`config.mk`:
```
export PLATFORM = sky130hd
export DESIGN_NAME = hlcb_cell
export DESIGN_NICKNAME = d
export VERILOG_FILES = /design/src/hdl/hlcb_pkg.sv /design/src/hdl/hlcb_cell.sv
export SDC_FILE = /design/constraint.sdc
export NUM_CORES = 1
export LEC_CHECK = 0
export BUFFER_PORTS_ARGS = -buffer_cell sky130_fd_sc_hd__clkbuf_2
export CAP_MARGIN = 5
export CORE_ASPECT_RATIO = 0.8
export CORE_MARGIN = 1
export CORE_UTILIZATION = 36
export DETAILED_ROUTE_END_ITERATION = 8
export PLACE_DENSITY = 0.7
export RECOVER_POWER = 100
export REMOVE_ABC_BUFFERS = 1
export SLEW_MARGIN = 0
export SYNTH_ARGS = -nofsm -noshare
export SYNTH_HDL_FRONTEND = slang
export SYNTH_SLANG_ARGS = --single-unit
export TNS_END_PERCENT = 50
```
`constraint.sdc`:
```
create_clock -name i_clk -period 10.44 [get_ports i_clk]
set_input_delay 1.044 -clock i_clk [delete_from_list [all_inputs] [get_ports i_clk]]
set_output_delay 1.044 -clock i_clk [all_outputs]
set_load 0.03 [all_outputs]
```
`src/hdl/hlcb_pkg.sv`:
```
package hlcb_pkg;

    localparam int MAX_LEN = 64;
    localparam int MAX_DIM = 3;

    localparam int IW = $clog2(MAX_LEN);      // residue index
    localparam int LW = $clog2(MAX_LEN + 1);  // residue count
    localparam int CW = $clog2(MAX_LEN) + 1;  // one signed axis

    localparam logic [2:0] REQ_PLACE      = 3'd0;
    localparam logic [2:0] REQ_REMOVE     = 3'd1;
    localparam logic [2:0] REQ_CHECK      = 3'd2;
    localparam logic [2:0] REQ_CLEAR      = 3'd3;
    localparam logic [2:0] REQ_CLEAR_CNT  = 3'd4;
    localparam logic [2:0] REQ_FOLD       = 3'd5;

    localparam logic [2:0] STAT_OK        = 3'd0;
    localparam logic [2:0] STAT_OVERLAP   = 3'd1;
    localparam logic [2:0] STAT_FULL      = 3'd2;
    localparam logic [2:0] STAT_EMPTY     = 3'd3;
    localparam logic [2:0] STAT_BADMOVE   = 3'd4;

    typedef logic [MAX_DIM-1:0][CW-1:0] t_pos;
    typedef logic signed [2:0] t_move;

    typedef enum logic [1:0] {ST_IDLE, ST_SWEEP, ST_FOLD} t_state;
    typedef enum logic [1:0] {OP_PLACE, OP_REMOVE, OP_CHECK} t_op;

    // Query travelling down the chain, one cell per cycle.
    typedef struct packed {
        logic          valid;
        t_pos          target;
        logic          occ;
        logic [LW-1:0] cnt;
        t_pos          pick_a;
        t_pos          pick_b;
    } t_pkt;

    // Signals broadcast from the sequencer to every cell.
    typedef struct packed {
        logic [LW-1:0] occ_lim;
        logic [LW-1:0] con_lim;
        logic [IW-1:0] pick_a;
        logic [IW-1:0] pick_b;
        logic [1:0]    dims;
        logic          wr_pos_en;
        logic [IW-1:0] wr_pos_idx;
        t_pos          wr_pos;
        logic          wr_mv_en;
        logic [IW-1:0] wr_mv_idx;
        t_move         wr_mv;
        logic          fold_load;
        logic          fold_shift;
    } t_ctl;

endpackage

```
`src/hdl/hlcb_cell.sv`:
```
module hlcb_cell (
    input  logic                  i_clk,
    input  logic                  i_rst_n,
    input  logic [hlcb_pkg::IW-1:0] i_index,
    input  logic                  i_hydro,
    input  hlcb_pkg::t_ctl        i_ctl,
    input  hlcb_pkg::t_pkt        i_pkt,
    input  hlcb_pkg::t_move       i_sh,
    output hlcb_pkg::t_pkt        o_pkt,
    output hlcb_pkg::t_move       o_sh
);
    import hlcb_pkg::*;

    t_pos  r_pos;
    t_move r_move;
    t_move r_sh;
    t_pkt  r_pkt;
    t_pkt  n_pkt;

    logic  w_adj;

    // A neighbour differs by one on exactly one axis in use and agrees on all others.
    always_comb begin
        logic signed [CW:0] d;
        logic ok;
        logic one;
        ok  = 1'b1;
        one = 1'b0;
        for (int k = 0; k < MAX_DIM; k++) begin
            d = $signed({r_pos[k][CW-1], r_pos[k]}) - $signed({i_pkt.target[k][CW-1],
                                                               i_pkt.target[k]});
            if (d != '0) begin
                if ((d == (CW+1)'(1) || d == -(CW+1)'(1)) && (k < int'(i_ctl.dims)) && !one)
                    one = 1'b1;
                else
                    ok = 1'b0;
            end
        end
        w_adj = ok && one;
    end

    always_comb begin
        n_pkt = i_pkt;
        if (i_pkt.valid) begin
            if ({1'b0, i_index} < i_ctl.occ_lim && r_pos == i_pkt.target)
                n_pkt.occ = 1'b1;
            if (i_hydro && {1'b0, i_index} < i_ctl.con_lim && w_adj)
                n_pkt.cnt = i_pkt.cnt + LW'(1);
            if (i_index == i_ctl.pick_a)
                n_pkt.pick_a = r_pos;
            if (i_index == i_ctl.pick_b)
                n_pkt.pick_b = r_pos;
        end
    end

    always_ff @(posedge i_clk) begin
        if (!i_rst_n) begin
            r_pkt.valid <= 1'b0;
        end else begin
            r_pkt.valid <= n_pkt.valid;
        end
        r_pkt.target <= n_pkt.target;
        r_pkt.occ    <= n_pkt.occ;
        r_pkt.cnt    <= n_pkt.cnt;
        r_pkt.pick_a <= n_pkt.pick_a;
        r_pkt.pick_b <= n_pkt.pick_b;
    end

    always_ff @(posedge i_clk) begin
        if (i_ctl.wr_pos_en && i_ctl.wr_pos_idx == i_index)
            r_pos <= i_ctl.wr_pos;
        if (i_ctl.wr_mv_en && i_ctl.wr_mv_idx == i_index)
            r_move <= i_ctl.wr_mv;
        if (i_ctl.fold_load)
            r_sh <= r_move;
        else if (i_ctl.fold_shift)
            r_sh <= i_sh;
    end

    assign o_pkt = r_pkt;
    assign o_sh  = r_sh;

endmodule
```
==> impl_metrics.tcl <==
set metrics [dict create \
    p_sw_mw 0.249 \
    vias 4204 \
    cts_buffers 9 \
    pwr-share-comb_pct 17.9 \
    grt_pass1_vias 4406 \
    dp_hpwl_um 10500 \
    dr.pass1.iters 4 \
    power_mw 0.887 \
    critPathKind "in2reg" \
    post-place-cells 844 \
    cp.arrival_ns 4.45 \
    min_to "o_pkt[5]" \
    cts_resized 0 \
    cts_tree "built" \
    grt_max_degree 22 \
    htreeDepth 3 \
    slew_headroom_pct -0.332 \
    period_minus_slack_ns 4.22 \
    final_util_pct 48.7 \
    ant_nets 0 \
    swShare_pct 28.1 \
    cp.required_ns 10.68 \
    fp.dieW_um 133 \
    syn-cell-area_mm2 0.00491 \
    internal_power_mw 0.638 \
    r2r_end "o_pkt[43]" \
    die_area_mm2 0.0141 \
    reg2reg_from "r_pos[10]" \
    diodes 0 \
    wire_per_inst_um 15.2 \
    synth_area_leaders "dfxtp_1 29%, edfxtp_1 17%, mux2_2 10%, ha_1 8.4%, xor2_1 4.3%" \
    skew_ns 0.00881 \
    fp-row-count 37 \
    ioPinCount 227 \
    fin_nets 868 \
    p_seq_share_pct 47.0 \
    max_cap_viol_count 1 \
    crit_buf_inv 2 \
    drtIter0Drc 201 \
    synth_most_common_cell "dfxtp_1" \
    clock.fmax_ghz 0.237 \
    worst_skew_pair.late_latency_ns 0.35 \
    cts.sink_count 99 \
    io_buffer_count 226 \
    synth_area_leader_cell "dfxtp_1" \
    leakagePower_nw 2.76 \
    p_per_area_mw_per_mm2 140 \
    cts_hold_buf 0 \
    hp-start "r_pos[5]" \
    core_area_mm2 0.0131 \
    setup-tns-final_ns 0 \
    drive_gt1_share_pct 28.0 \
    start_util_pct 37.6 \
    max-vdd-ir-drop_mv 0.108 \
    seq_area_frac_synth_pct 45.9 \
    final_cells 860 \
    root_buffer "clkbuf_16" \
    holdPathStages 1 \
    netlist_instances 449 \
    hold_viol 0 \
    synth_top_area_share_pct 29.4 \
    status "finished with violations" \
    finalSetupViolCount 0 \
    syn_to_final_growth_pct 29.4 \
    crit_fanout 6 \
    grt_overflow 0 \
    clkPwrFrac_pct 35.1 \
    clk_pin_slew_ns 0.07 \
    startpoint_type "primary input" \
    worstMarginPinSlew_ns 1.50 \
    gp_congestion 0.917 \
    die_h_um 106 \
    grt_pass1_wl_um 20800 \
    antenna_found_initial 0 \
    synth-edff-count 27 \
    crit_chain "clkbuf_1, inv_1, ha_1, nor2b_1, o221ai_1, or4b_1, o311a_2, or4_1, a221oi_1, o2111ai_1, or2_0, mux2_2" \
    async_reset_ff_share_pct 0 \
    min_period_over_period_pct 40.4 \
    slew_viol_final 21 \
    rsz0062_at_grt "false" \
    cpMaxStageDelayCell "or4_1" \
    synth_seq_cells 99 \
    drc 0 \
    end_kind "register" \
    synth_warnings 0 \
    post_cts_buffers 0 \
    reg2reg_slack_ns 6.62 \
    detail_route.vias_per_cell 4.89 \
    r2r_cells 10 \
    clockBufferDepth 2 \
    fillers 1299 \
    cp_top_family "simple AND/OR/NAND/NOR gates" \
    avgSynthCellArea_um2 10.9 \
    track_usage_pct 18.8 \
    synth_top_cells_by_count "72 x dfxtp_1, 45 x mux2_2, 44 x inv_1" \
    hp-class "reg2reg" \
    cpPeakStageDelay_ns 0.60 \
    synth_ff_type "dfxtp_1" \
    wl_um 13100 \
    violations "capacitance limit, slew limit" \
    synth_cell_type_count 60 \
]
-- per-layer routing --
metal  track usage (%)  routed length, um  vias up
li1                  -                  -     2084
met1              23.0               5690     1935
met2              32.2               6250      167
met3              4.67                902       18
met4              6.24                213        0
met5                 0                  0        -
-- per-stage QoR --
step | hold WS, ns | worst slack, ns | cell area, um2
2_1_floorplan | 0.493 | 6.41 | 4870
3_3_place_gp | 0.518 | 6.14 | 6270
3_5_place_dp | 0.529 | 6.03 | 6270
4_1_cts | 0.539 | 6.39 | 6550
5_1_grt | 0.552 | 5.88 | 6350
6_report | 0.533 | 6.22 | 6350
-- cells by family after synthesis --
logic type | after synthesis | synth area share (%)
compound gates | 63 | 9.41
flops | 99 | 45.9
fa+ha+maj | 36 | 9.64
xor+xnor | 39 | 6.96
buf+inv | 55 | 4.21
mux | 47 | 10.8
simple gates | 110 | 13.1
-- area by class of cell --
| class | count | area [um2] | area share, % |
|---|---|---|---|
| Inverter | 44 | 165 | 2.60 |
| Timing Repair Buffer | 231 | 1030 | 16.1 |
| Sequential cell | 99 | 2250 | 35.4 |
| Clock inverter | 7 | 51.3 | 0.807 |
| Multi-Input combinational cell | 295 | 2410 | 38.0 |
| Tap cell | 175 | 219 | 3.45 |
| Clock buffer | 9 | 225 | 3.54 |
-- cells in the final DEF (no fill, tap or decap), drive strengths merged, types with 2 or more instances in the layout --
cell | synthesis | routed
nand3 | 7 | 7
nor4b | 2 | 2
ha | 33 | 33
o211ai | 2 | 2
o2111ai | 4 | 4
a221oi | 2 | 2
or3 | 5 | 5
or2 | 4 | 4
inv | 44 | 47
xor2 | 24 | 24
and2 | 3 | 3
nand4 | 15 | 15
nor3b | 5 | 5
a21o | 6 | 6
nor3 | 11 | 11
nand2b | 7 | 7
clkbuf | 10 | 240
nor4 | 9 | 9
o41ai | 2 | 2
fa | 3 | 3
nor2 | 14 | 14
or4 | 3 | 3
dfxtp | 72 | 72
edfxtp | 27 | 27
xnor2 | 15 | 15
o22ai | 2 | 2
nor2b | 9 | 9
clkinv | 0 | 3
a21oi | 18 | 18
a211oi | 5 | 5
mux2 | 46 | 46
o21a | 3 | 3
nand2 | 11 | 11
o21ai | 7 | 7
a311oi | 2 | 2
-- how the worst max path moves through the flow --
stage | from | to | slack (ns) | cells past startpoint
floorplan | i_pkt[59] | o_pkt[43] | 6.41 | 11
global placement | i_pkt[59] | o_pkt[43] | 6.14 | 12
detailed placement | i_pkt[60] | o_pkt[43] | 6.03 | 12
CTS | i_pkt[59] | o_pkt[43] | 6.39 | 12
global route | i_pkt[59] | o_pkt[47] | 5.88 | 12
finish | i_pkt[59] | o_pkt[43] | 6.22 | 12
-- flip-flops by register name (all words and copies together), names as in the netlist --
signal	count
r_move	3
o_sh	3
o_pkt	72
r_pos	21
-- power groups by stage --
stage	logic [mW]	registers, mW	clock network (mW)
5_1_grt	0.174	0.418	0.335
3_3_place_gp	0.161	0.425	0
2_1_floorplan	0.0650	0.459	0
3_5_place_dp	0.166	0.426	0
4_1_cts	0.167	0.417	0.319
6_report	0.159	0.417	0.311
(Power assumes the default switching activity.)
